### src/design/u8dec_pkg.sv
// Package with the widths and constants of the UTF-8 byte decoder.
`default_nettype none

package u8dec_pkg;

  localparam int unsigned ByteW  = 8;
  localparam int unsigned CpW    = 21;
  localparam int unsigned HeldW  = 2;
  localparam int unsigned LenW   = 3;

  typedef logic [ByteW-1:0] byte_t;
  typedef logic [CpW-1:0]   cp_t;
  typedef logic [HeldW-1:0] held_t;
  typedef logic [LenW-1:0]  len_t;

  localparam cp_t  ReplChar = 21'h00FFFD;
  localparam len_t LenTwo   = 3'd2;
  localparam len_t LenThree = 3'd3;
  localparam len_t LenFour  = 3'd4;

endpackage

`default_nettype wire

### src/design/u8dec_byte_if.sv
// Valid/ready channel that carries one byte of UTF-8 text.
`default_nettype none

interface u8dec_byte_if import u8dec_pkg::*; ();
  logic  valid;
  logic  ready;
  byte_t text_byte;
  logic  final_byte;

  modport source (output valid, output text_byte, output final_byte, input ready);
  modport sink   (input valid, input text_byte, input final_byte, output ready);
endinterface

`default_nettype wire

### src/design/u8dec_cp_if.sv
// Valid/ready channel that carries one decoded code point.
`default_nettype none

interface u8dec_cp_if import u8dec_pkg::*; ();
  logic valid;
  logic ready;
  cp_t  code_point;
  logic replaced;
  logic run_last;
  logic text_end;

  modport source (output valid, output code_point, output replaced, output run_last,
                  output text_end, input ready);
  modport sink   (input valid, input code_point, input replaced, input run_last,
                  input text_end, output ready);
endinterface

`default_nettype wire

### src/design/utf8_byte_decoder.sv
// Streaming UTF-8 decoder with replacement of malformed bytes.
// The first result of a byte is offered in the cycle after its transfer.
// Throughput: one byte per cycle while each byte causes at most one result and the
// output is ready; a byte that causes more results (up to four) holds off the next
// byte until its last result transfers; they play out one per cycle while ready.
// Reset clears the partial sequence and drops any results not yet transferred.
`default_nettype none

module utf8_byte_decoder import u8dec_pkg::*; (
  input  wire            clk_i,
  input  wire            rst_ni,
  u8dec_byte_if.sink     byte_i,
  u8dec_cp_if.source     cp_o
);

  held_t held_q, held_d;
  len_t  exp_q, exp_d;
  cp_t   bits_q, bits_d;
  len_t  rem_q, rem_d;
  cp_t   last_cp_q, last_cp_d;
  logic  last_rep_q, last_rep_d;
  logic  fin_q;

  logic  is_cont;
  logic  lead_path;
  len_t  held_inc;
  cp_t   gath;
  held_t pre_cnt;
  held_t post_cnt;
  logic  mid_vld;
  cp_t   mid_cp;
  logic  mid_rep;
  len_t  n_res;
  logic  in_fire;
  logic  out_fire;
  logic  is_last;

  assign is_last  = (rem_q == 3'd1);
  assign in_fire  = byte_i.valid && byte_i.ready;
  assign out_fire = cp_o.valid && cp_o.ready;

  assign byte_i.ready    = (rem_q == 3'd0) || (is_last && cp_o.ready);
  assign cp_o.valid      = (rem_q != 3'd0);
  assign cp_o.code_point = is_last ? last_cp_q : ReplChar;
  assign cp_o.replaced   = is_last ? last_rep_q : 1'b1;
  assign cp_o.run_last   = is_last;
  assign cp_o.text_end   = is_last && fin_q;

  always_comb begin
    is_cont   = (byte_i.text_byte[7:6] == 2'b10);
    held_inc  = {1'b0, held_q} + 3'd1;
    gath      = {bits_q[14:0], byte_i.text_byte[5:0]};
    lead_path = 1'b1;
    pre_cnt   = '0;
    mid_vld   = 1'b0;
    mid_cp    = ReplChar;
    mid_rep   = 1'b1;
    held_d    = held_q;
    exp_d     = exp_q;
    bits_d    = bits_q;

    if ((held_q != '0) && is_cont) begin
      lead_path = 1'b0;
      if (held_inc >= exp_q) begin
        mid_vld = 1'b1;
        mid_cp  = gath;
        mid_rep = 1'b0;
        held_d  = '0;
        exp_d   = '0;
        bits_d  = '0;
      end else begin
        held_d = held_inc[HeldW-1:0];
        bits_d = gath;
      end
    end

    // A broken sequence replaces every held byte, then the byte starts afresh.
    if (lead_path) begin
      pre_cnt = held_q;
      held_d  = '0;
      exp_d   = '0;
      bits_d  = '0;
      if (!byte_i.text_byte[7]) begin
        mid_vld = 1'b1;
        mid_cp  = {13'd0, byte_i.text_byte};
        mid_rep = 1'b0;
      end else if (byte_i.text_byte[7:6] == 2'b10) begin
        mid_vld = 1'b1;
      end else if (byte_i.text_byte[7:5] == 3'b110) begin
        held_d = 2'd1;
        exp_d  = LenTwo;
        bits_d = {16'd0, byte_i.text_byte[4:0]};
      end else if (byte_i.text_byte[7:4] == 4'b1110) begin
        held_d = 2'd1;
        exp_d  = LenThree;
        bits_d = {17'd0, byte_i.text_byte[3:0]};
      end else if (byte_i.text_byte[7:3] == 5'b11110) begin
        held_d = 2'd1;
        exp_d  = LenFour;
        bits_d = {18'd0, byte_i.text_byte[2:0]};
      end else begin
        mid_vld = 1'b1;
      end
    end

    // At the end of the text every byte still held is replaced.
    post_cnt = '0;
    if (byte_i.final_byte) begin
      post_cnt = held_d;
      held_d   = '0;
      exp_d    = '0;
      bits_d   = '0;
    end

    n_res = {1'b0, pre_cnt} + {2'd0, mid_vld} + {1'b0, post_cnt};

    if ((post_cnt != '0) || !mid_vld) begin
      last_cp_d  = ReplChar;
      last_rep_d = 1'b1;
    end else begin
      last_cp_d  = mid_cp;
      last_rep_d = mid_rep;
    end

    if (in_fire) begin
      rem_d = n_res;
    end else if (out_fire) begin
      rem_d = rem_q - 3'd1;
    end else begin
      rem_d = rem_q;
    end
  end

  always_ff @(posedge clk_i or negedge rst_ni) begin
    if (!rst_ni) begin
      held_q <= '0;
      exp_q  <= '0;
      bits_q <= '0;
      rem_q  <= '0;
    end else begin
      rem_q <= rem_d;
      if (in_fire) begin
        held_q <= held_d;
        exp_q  <= exp_d;
        bits_q <= bits_d;
      end
    end
  end

  always_ff @(posedge clk_i) begin
    if (in_fire) begin
      last_cp_q  <= last_cp_d;
      last_rep_q <= last_rep_d;
      fin_q      <= byte_i.final_byte;
    end
  end

  a_held_below_len: assert property (@(posedge clk_i) disable iff (!rst_ni)
    (held_q != '0) |-> ({1'b0, held_q} < exp_q))
    else $error("Partial sequence holds as many bytes as its lead promises.");

  a_idle_state_clear: assert property (@(posedge clk_i) disable iff (!rst_ni)
    (held_q == '0) |-> ((exp_q == '0) && (bits_q == '0)))
    else $error("Sequence state is not clear while nothing is held.");

  a_playout_counts_down: assert property (@(posedge clk_i) disable iff (!rst_ni)
    (out_fire && (rem_q > 3'd1)) |=> (rem_q == $past(rem_q) - 3'd1))
    else $error("Pending results were lost or repeated during playout.");

  a_final_clears: assert property (@(posedge clk_i) disable iff (!rst_ni)
    (in_fire && byte_i.final_byte) |=> (held_q == '0))
    else $error("A partial sequence survived the end of the text.");

  a_final_has_result: assert property (@(posedge clk_i) disable iff (!rst_ni)
    (in_fire && byte_i.final_byte) |=> (rem_q != 3'd0))
    else $error("The final byte of the text caused no result.");

endmodule

`default_nettype wire

### src/flat_wrapper.sv
// flat-port wrapper written by rule: the top's interface ports become plain ports
module utf8_byte_decoder_flat import u8dec_pkg::*;
  (clk_i, rst_ni, byte_i_valid, byte_i_text_byte, byte_i_final_byte, byte_i_ready, cp_o_valid, cp_o_code_point, cp_o_replaced, cp_o_run_last, cp_o_text_end, cp_o_ready);
  u8dec_byte_if byte_i_i ();
  u8dec_cp_if cp_o_i ();
  input  wire clk_i;
  input  wire rst_ni;
  input wire logic [$bits(byte_i_i.valid)-1:0] byte_i_valid;
  input wire logic [$bits(byte_i_i.text_byte)-1:0] byte_i_text_byte;
  input wire logic [$bits(byte_i_i.final_byte)-1:0] byte_i_final_byte;
  output wire logic [$bits(byte_i_i.ready)-1:0] byte_i_ready;
  output wire logic [$bits(cp_o_i.valid)-1:0] cp_o_valid;
  output wire logic [$bits(cp_o_i.code_point)-1:0] cp_o_code_point;
  output wire logic [$bits(cp_o_i.replaced)-1:0] cp_o_replaced;
  output wire logic [$bits(cp_o_i.run_last)-1:0] cp_o_run_last;
  output wire logic [$bits(cp_o_i.text_end)-1:0] cp_o_text_end;
  input wire logic [$bits(cp_o_i.ready)-1:0] cp_o_ready;
  assign byte_i_i.valid = byte_i_valid;
  assign byte_i_i.text_byte = byte_i_text_byte;
  assign byte_i_i.final_byte = byte_i_final_byte;
  assign byte_i_ready = byte_i_i.ready;
  assign cp_o_valid = cp_o_i.valid;
  assign cp_o_code_point = cp_o_i.code_point;
  assign cp_o_replaced = cp_o_i.replaced;
  assign cp_o_run_last = cp_o_i.run_last;
  assign cp_o_text_end = cp_o_i.text_end;
  assign cp_o_i.ready = cp_o_ready;
  utf8_byte_decoder u_core (.clk_i(clk_i), .rst_ni(rst_ni), .byte_i(byte_i_i), .cp_o(cp_o_i));
endmodule
### config.mk
export PLATFORM = sky130hd
export DESIGN_NAME = utf8_byte_decoder_flat
export DESIGN_NICKNAME = d
export VERILOG_FILES = /design/src/design/u8dec_pkg.sv /design/src/design/u8dec_byte_if.sv /design/src/design/u8dec_cp_if.sv /design/src/design/utf8_byte_decoder.sv /design/src/flat_wrapper.sv
export SDC_FILE = /design/constraint.sdc
export NUM_CORES = 1
export LEC_CHECK = 0
export ABC_AREA = 0
export BUFFER_PORTS_ARGS = -buffer_cell sky130_fd_sc_hd__buf_2
export CAP_MARGIN = 0
export CELL_PAD_IN_SITES_DETAIL_PLACEMENT = 0
export CELL_PAD_IN_SITES_GLOBAL_PLACEMENT = 1
export CORE_MARGIN = 2
export CORE_UTILIZATION = 25
export CTS_BUF_LIST = sky130_fd_sc_hd__clkbuf_4 sky130_fd_sc_hd__clkbuf_8
export CTS_CLUSTER_SIZE = 30
export DETAILED_ROUTE_END_ITERATION = 8
export GPL_TIMING_DRIVEN = 0
export HOLD_SLACK_MARGIN = 0.15
export PLACE_DENSITY_LB_ADDON = 0.1
export RECOVER_POWER = 25
export SYNTH_ARGS = -nofsm -noshare
export SYNTH_HDL_FRONTEND = slang
export SYNTH_SLANG_ARGS = --single-unit
### constraint.sdc
create_clock -name clk_i -period 2.6 [get_ports clk_i]
set_input_delay 0.26 -clock clk_i [delete_from_list [all_inputs] [get_ports clk_i]]
set_output_delay 0.26 -clock clk_i [all_outputs]
set_load 0.01 [all_outputs]
==> results of run 1 <==
## per-stage QoR
stage | cells | setup TNS (ps) | cell area [sq um] | total power [uW]
after floorplan | 197 | 0 | 2310 | 1600
after global placement | 343 | -445 | 2630 | 1930
after detailed placement | 343 | -445 | 2630 | 1930
after CTS | 354 | 0 | 2780 | 2510
after global routing | 355 | -97.0 | 2790 | 2660
final | 355 | 0 | 2790 | 2460
## sequential cells by signal (all words and copies together), names as in the netlist
| register | cells |
|---|---|
| u_core.held_q | 2 |
| u_core.rem_q | 3 |
| u_core.fin_q | 1 |
| u_core.last_cp_q | 21 |
| u_core.bits_q | 15 |
| u_core.last_rep_q | 1 |
| u_core.exp_q | 3 |
## metal layers
metal | track usage | vias to the layer above
li1 | - | 791
met2 | 0.187 | 35
met4 | 0.0379 | 0
met3 | 0.0197 | 7
met5 | 0 | -
met1 | 0.168 | 793
## area by class of cell
type | instances | area share
Timing Repair Buffer | 42 | 0.0789
Clock buffer | 5 | 0.0247
Multi-Input combinational cell | 133 | 0.352
Clock inverter | 3 | 0.0157
Sequential cell | 46 | 0.454
Tap cell | 108 | 0.0484
Buffer | 8 | 0.0121
Inverter | 10 | 0.0139
## how the worst max path moves through the flow
stage	to	slack, ps	cells after the start
6_report	u_core.rem_q[1]	20	11
5_1_grt	u_core.rem_q[1]	-100	11
4_1_cts	u_core.rem_q[1]	4	11
3_5_place_dp	u_core.rem_q[1]	-170	11
3_3_place_gp	u_core.rem_q[1]	-170	11
2_1_floorplan	u_core.rem_q[1]	40	11
## what timing repair did
item | CTS | global route
pin swaps | 1 | 3
hold buffers | 1 | 0
setup endpoints to repair | 15 | 1
setup buffers | 2 | 1
endpoints found under the hold margin | 23 | 0
gates resized for setup | 4 | 3
## cells by family (layout without fill, tap and decap cells)
kind of cell | count (synthesis) | count (layout) | synth area share
AND/OR/NAND/NOR | 72 | 72 | 0.183
adder cells (fa/ha/maj) | 10 | 10 | 0.0618
flip-flops | 46 | 46 | 0.558
buffers and inverters | 18 | 68 | 0.0315
XOR/XNOR | 1 | 1 | 0.00386
AO/OA/AOI/OAI | 48 | 48 | 0.152
multiplexers | 2 | 2 | 0.00938
## where the power goes
part | switching [uW] | internal [uW] | total (uW)
combinational | 553 | 369 | 922
clock | 261 | 288 | 549
sequential | 62.6 | 928 | 990
## Yosys cell counts, drive strengths merged
master / n
inv: 9
edfxtp: 23
nand3: 2
o21a: 9
clkbuf: 3
or3: 1
ha: 8
nand2: 16
a211oi: 2
a21o: 2
nand4: 1
clkinv: 1
or2: 1
xnor2: 1
o21ai: 8
a311oi: 1
dfrtp: 23
nor2: 3
or4: 1
a22o: 15
o211ai: 1
nand2b: 24
nor3: 2
a31oi: 1
nor2b: 4
and3: 1
or3b: 2
nand3b: 1
a21oi: 7
and2: 13
mux2i: 1
mux2: 1
buf: 5
o22ai: 1
o2111ai: 1
fa: 2
==> qor.txt, run 1 <==
Outcome - finished, final reports clean
CTS Root Cell - clkbuf_8
Most frequent cells in the layout - buf_2 (39), nand2b_1 (24), edfxtp_1 (23)
Worst hold path class - in2reg
Drt pass-1 iters - 4
Cells along the critical path - inv_2 > ha_4 > ha_4 > nand2_2 > o211ai_1 > o21ai_1 > and3_1 > fa_2 > inv_2 > fa_1 > mux2i_1
Worst path top cell family by delay - adder cells
Syn Std Cell Area - 2270 sq um
CTS sink count - 46
# DRC - 0
Antenna viol nets, final - 0
Gpl congestion - 0.782
Core ar. - 8760 sq um
Area of the multi-input gates - 983 sq um
CP max stage delay - 430 ps
Final hold vios - 0
Post-DP HPWL - 3900 um
Vias in the first global route - 1654
CP endpoint kind - flop
CTS tree - yes
Critical path data arrival time - 2820 ps
Hold endpoint - u_core.bits_q[0]
Post-synth cell types - 41
Worst-Skew Late Latency - 300 ps
First-pass GRT wire length - 9030 um
Final Cycle Share - 0.994
Leading area contributor after synthesis - edfxtp_1
Fillers - 920
DR WL met2 - 2560 um
Worst setup path startpoint - u_core.held_q[1]
Main area contributors after synthesis - edfxtp_1 (30%), dfrtp_1 (25%), nand2b_1 (6.6%)
Die X - 99.2 um
Chip height - 99.2 um
Gr ovfl total - 0
Synth warn - 0
P_leak - 0.00113 uW
Worst path slowest cell - dfrtp_1
Core Util, Final - 0.319
R2R cell count - 11
Initial core utilization - 0.259
Final min period - 2580 ps
P per Cell Area - 882 nW/um^2
Port Buffer Count - 38
Post-synthesis cell count - 197
Synth-to-layout area growth - 23.1%
R2R Path Start - u_core.held_q[1]
Initial antenna violation count - 0
Yosys reg bits - 46
Hold depth - 2
Max-slew violation count - 0
GR Util All Layers - 0.119
Vias - 1626
Max VDD drop - 0.208 mV
M1 wire length - 2650 um
Clock Tree Buf Depth - 2
Ant diodes - 0
Flop2flop setup slack - 20 ps
Top cell type's share of synthesized area - 0.305
Ports - 39
FF-to-FF End - u_core.rem_q[1]
H-tree levels - 2
Average size of a mapped cell - 11.5 sq um
Final setup viols - 0
Top routing layer in use - met4
Hold path startpoint - byte_i_text_byte[0]
Avg WL per Cell - 15.4 um
Worst endpoint required time - 2830 ps
Slew Limit Headroom - 0.0695
Clock-pin slew on the worst setup and hold paths - 90 ps
Worst-Margin Slew - 1400 ps
Setup WS pre-CTS - -165 ps
Vias/cell - 4.58
Largest net degree at the start of global routing - 31
Initial DRC count - 74
Die area - 9850 sq um
# nets final - 269
Max cap viols - 0
FF+latch area - 1270 sq um
Post-synthesis sequential area ratio - 0.558
Cell Rows - 34
Fin Hold WS - 194 ps
Post-Route WL - 5480 um
Mapped Nets - 220
Crit start category - flop
Worst Skew - 3.17 ps
Met3 Routed Length - 205 um
PnR worst setup slack - 15.4 ps
Share of layout cells above drive strength 1 - 0.283
Crit path buf inv count - 2
Fmax - 0.387 GHz
Total CTS buffers - 5
Worst-path fanout max - 3
Type of the worst setup path - reg2reg
Most common cell after layout, fill and taps aside - buf_2
RSZ-0062 raised after global routing - yes
(Power assumes the default switching activity.)
==> inputs of run 2 (changes only) <==
- CTS_BUF_LIST: sky130_fd_sc_hd__clkbuf_4 sky130_fd_sc_hd__clkbuf_8 -> sky130_fd_sc_hd__clkbuf_16
==> run 2 against run 1 <==
Compared with the run above:
- flip-flop and latch count stayed put
- die area stayed put
- total power is 7.2% higher
- critical endpoint unchanged
- maximum frequency is 0.35% lower
- hold slack better by 16 ps
- combinational power is 2% lower
- global-route usage is 0.13 points higher
- register-to-register slack hardly changed
- critical path depth stayed put
- sequential share of layout area is 0.58 points lower
- via count is 0.18% higher
- largest cell class unchanged
==> qor.txt, run 2 (synthesis gave the netlist of run 1 again) <==
Fin Hold WS - 209 ps (+15.8 ps)
First-pass GRT wire length - 9090 um (+0.76%)
Initial antenna violation count - 0 (unchanged)
Critical path data arrival time - 2810 ps (about the same)
CP endpoint kind - flop
Slew Limit Headroom - 0.0753 (+0.00573)
Worst endpoint required time - 2810 ps (-20 ps)
Ant diodes - 0 (unchanged)
Drt pass-1 iters - 4 (unchanged)
Max cap viols - 0 (unchanged)
Biggest register - u_core.last_cp_q
Gpl congestion - 0.782 (unchanged)
Type of the worst setup path - reg2reg
Largest net degree at the start of global routing - 31 (unchanged)
Biggest regs - u_core.last_cp_q x21, u_core.bits_q x15
Share of layout cells above drive strength 1 - 0.252 (-0.0314)
# DRC - 0 (unchanged)
Core ar. - 8760 sq um (unchanged)
Max-slew violation count - 0 (unchanged)
P per Cell Area - 933 nW/um^2 (+5.8%)
Die area - 9850 sq um (unchanged)
Final setup viols - 0 (unchanged)
Worst path top cell family by delay - adder cells
CTS tree - yes
Antenna viol nets, final - 0 (unchanged)
CP max stage delay - 450 ps (+20 ps)
Crit start category - flop
Worst-Margin Slew - 1390 ps (-8.59 ps)
Total CTS buffers - 5 (unchanged)
Clock Tree Buf Depth - 2 (unchanged)
Final Non-Filler Cells - 354 (-0.28%)
Vias/cell - 4.60 (+0.47%)
H-tree levels - 2 (unchanged)
Avg WL per Cell - 15.5 um (+0.12%)
Worst path slowest cell - dfrtp_2
Final hold vios - 0 (unchanged)
Final min period - 2590 ps (+9.15 ps)
Final Cycle Share - 0.998 (+0.00352)
P_leak - 0.00115 uW (+1.5%)
Most frequent cells in the layout - buf_2 (35), nand2b_1 (24), edfxtp_1 (23)
Ports - 39 (unchanged)
CTS sink count - 46 (unchanged)
Gr ovfl total - 0 (unchanged)
Port Buffer Count - 38 (unchanged)
Clock-pin slew on the worst setup and hold paths - 60 ps (-30 ps)
Most common cell after layout, fill and taps aside - buf_2
Chip height - 99.2 um (unchanged)
Post-Route WL - 5470 um (-0.16%)
Worst-path fanout max - 5 (+2)
GR Util All Layers - 0.120 (+0.00133)
Worst hold path class - in2reg
Max VDD drop - 0.350 mV (+68%)
Fmax - 0.386 GHz (-0.35%)
Cell count after placement - 343 (unchanged)
CTS Root Cell - clkbuf_16
Outcome - finished, final reports clean
Worst-Skew Late Latency - 290 ps (about the same)
RSZ-0062 raised after global routing - yes
Cell Rows - 34 (unchanged)
Worst Skew - 2.09 ps (-1.08 ps)
Vias in the first global route - 1645 (-0.54%)
Flop2flop setup slack - 6 ps (about the same)
Cells along the critical path - inv_2 > ha_4 > ha_4 > nand2_1 > o211ai_1 > o21ai_1 > and3_1 > fa_2 > inv_2 > fa_1 > mux2i_1
Vias - 1629 (+0.18%)
Synth-to-layout area growth - 24.7%
Crit path buf inv count - 2 (unchanged)
Max reg flops - 21 (unchanged)
Initial core utilization - 0.259 (unchanged)
Initial DRC count - 61 (-18%)
# nets final - 268 (-0.37%)
Post-DP HPWL - 3900 um (unchanged)
Die X - 99.2 um (unchanged)
## run 2: cell count changes in the layout (fill, tap and decap cells not counted), moves of 2 or more
| cell | delta |
|---|---|
| clkbuf_8 | -5 |
| nand2_2 | -2 |
| clkbuf_16 | +5 |
| clkbuf_1 | +4 |
| nand2_1 | +2 |
| buf_2 | -4 |
## run 2: power breakdown
part           internal, uW  switching, uW  total [uW]
Clock                   455            283         739
Sequential              929           63.3         992
Combinational           359            548         907
## run 2: area by class of cell
type	instances	area (sq um)
clock inverter	3	43.8
tap	108	135
timing repair buffer	41	208
inverter	10	38.8
fill	914	5940
buffer	8	33.8
multi-input combinational	133	976
sequential	46	1270
clock buffer	5	125
## run 2: path summary, 6_finish.rpt
path	from	endpoint	cells after the start
min in group asynchronous	rst_ni	u_core.exp_q[0]	2
max in group asynchronous	rst_ni	u_core.held_q[0]	2
worst max-delay path	u_core.held_q[0]	u_core.rem_q[1]	11
worst min-delay path	byte_i_text_byte[0]	u_core.bits_q[0]	2
worst max register to register	u_core.held_q[0]	u_core.rem_q[1]	11
worst min register to register	u_core.bits_q[11]	u_core.bits_q[11]	1
## run 2: layer usage
| metal | vias up | wire, um | track usage | share of wire |
|---|---|---|---|---|
| met1 | 782 | 2600 | 0.169 | 0.47 |
| li1 | 795 | - | - | - |
| met5 | - | 0 | 0 | 0 |
| met2 | 42 | 2490 | 0.188 | 0.46 |
| met3 | 10 | 289 | 0.0197 | 0.053 |
| met4 | 0 | 90 | 0.0411 | 0.016 |
## run 2: through the flow
step / util / worst slack [ps] / setup TNS, ps / power, uW / cell area (sq um)
after global routing: 0.323 / -124 / -124 / 2850 / 2830
after detailed placement: 0.300 / -165 / -445 / 1930 / 2630
after global placement: 0.300 / -173 / -445 / 1930 / 2630
after floorplan: - / 40.5 / 0 / 1600 / 2310
after CTS: 0.323 / 0.112 / 0 / 2690 / 2830
final: 0.323 / 6.27 / 0 / 2640 / 2830
## run 2: timing repair
action                                 4_1_cts  5_1_grt
setup buffers                                2        0
setup endpoints to repair                    3       21
pin swaps                                    1        0
gates resized for setup                      2        2
endpoints found under the hold margin       23        0
hold buffers                                 1        0
## run 2: worst reg2reg max path: cells and delay by family, from the launching register on
family	cells	cell delay (ps)
and+or+nand+nor	2	240
muxes	1	130
DFF	1	450
AOI/OAI and AO/OA	2	330
adders and majority gates	4	1210
buffers and inverters	2	150
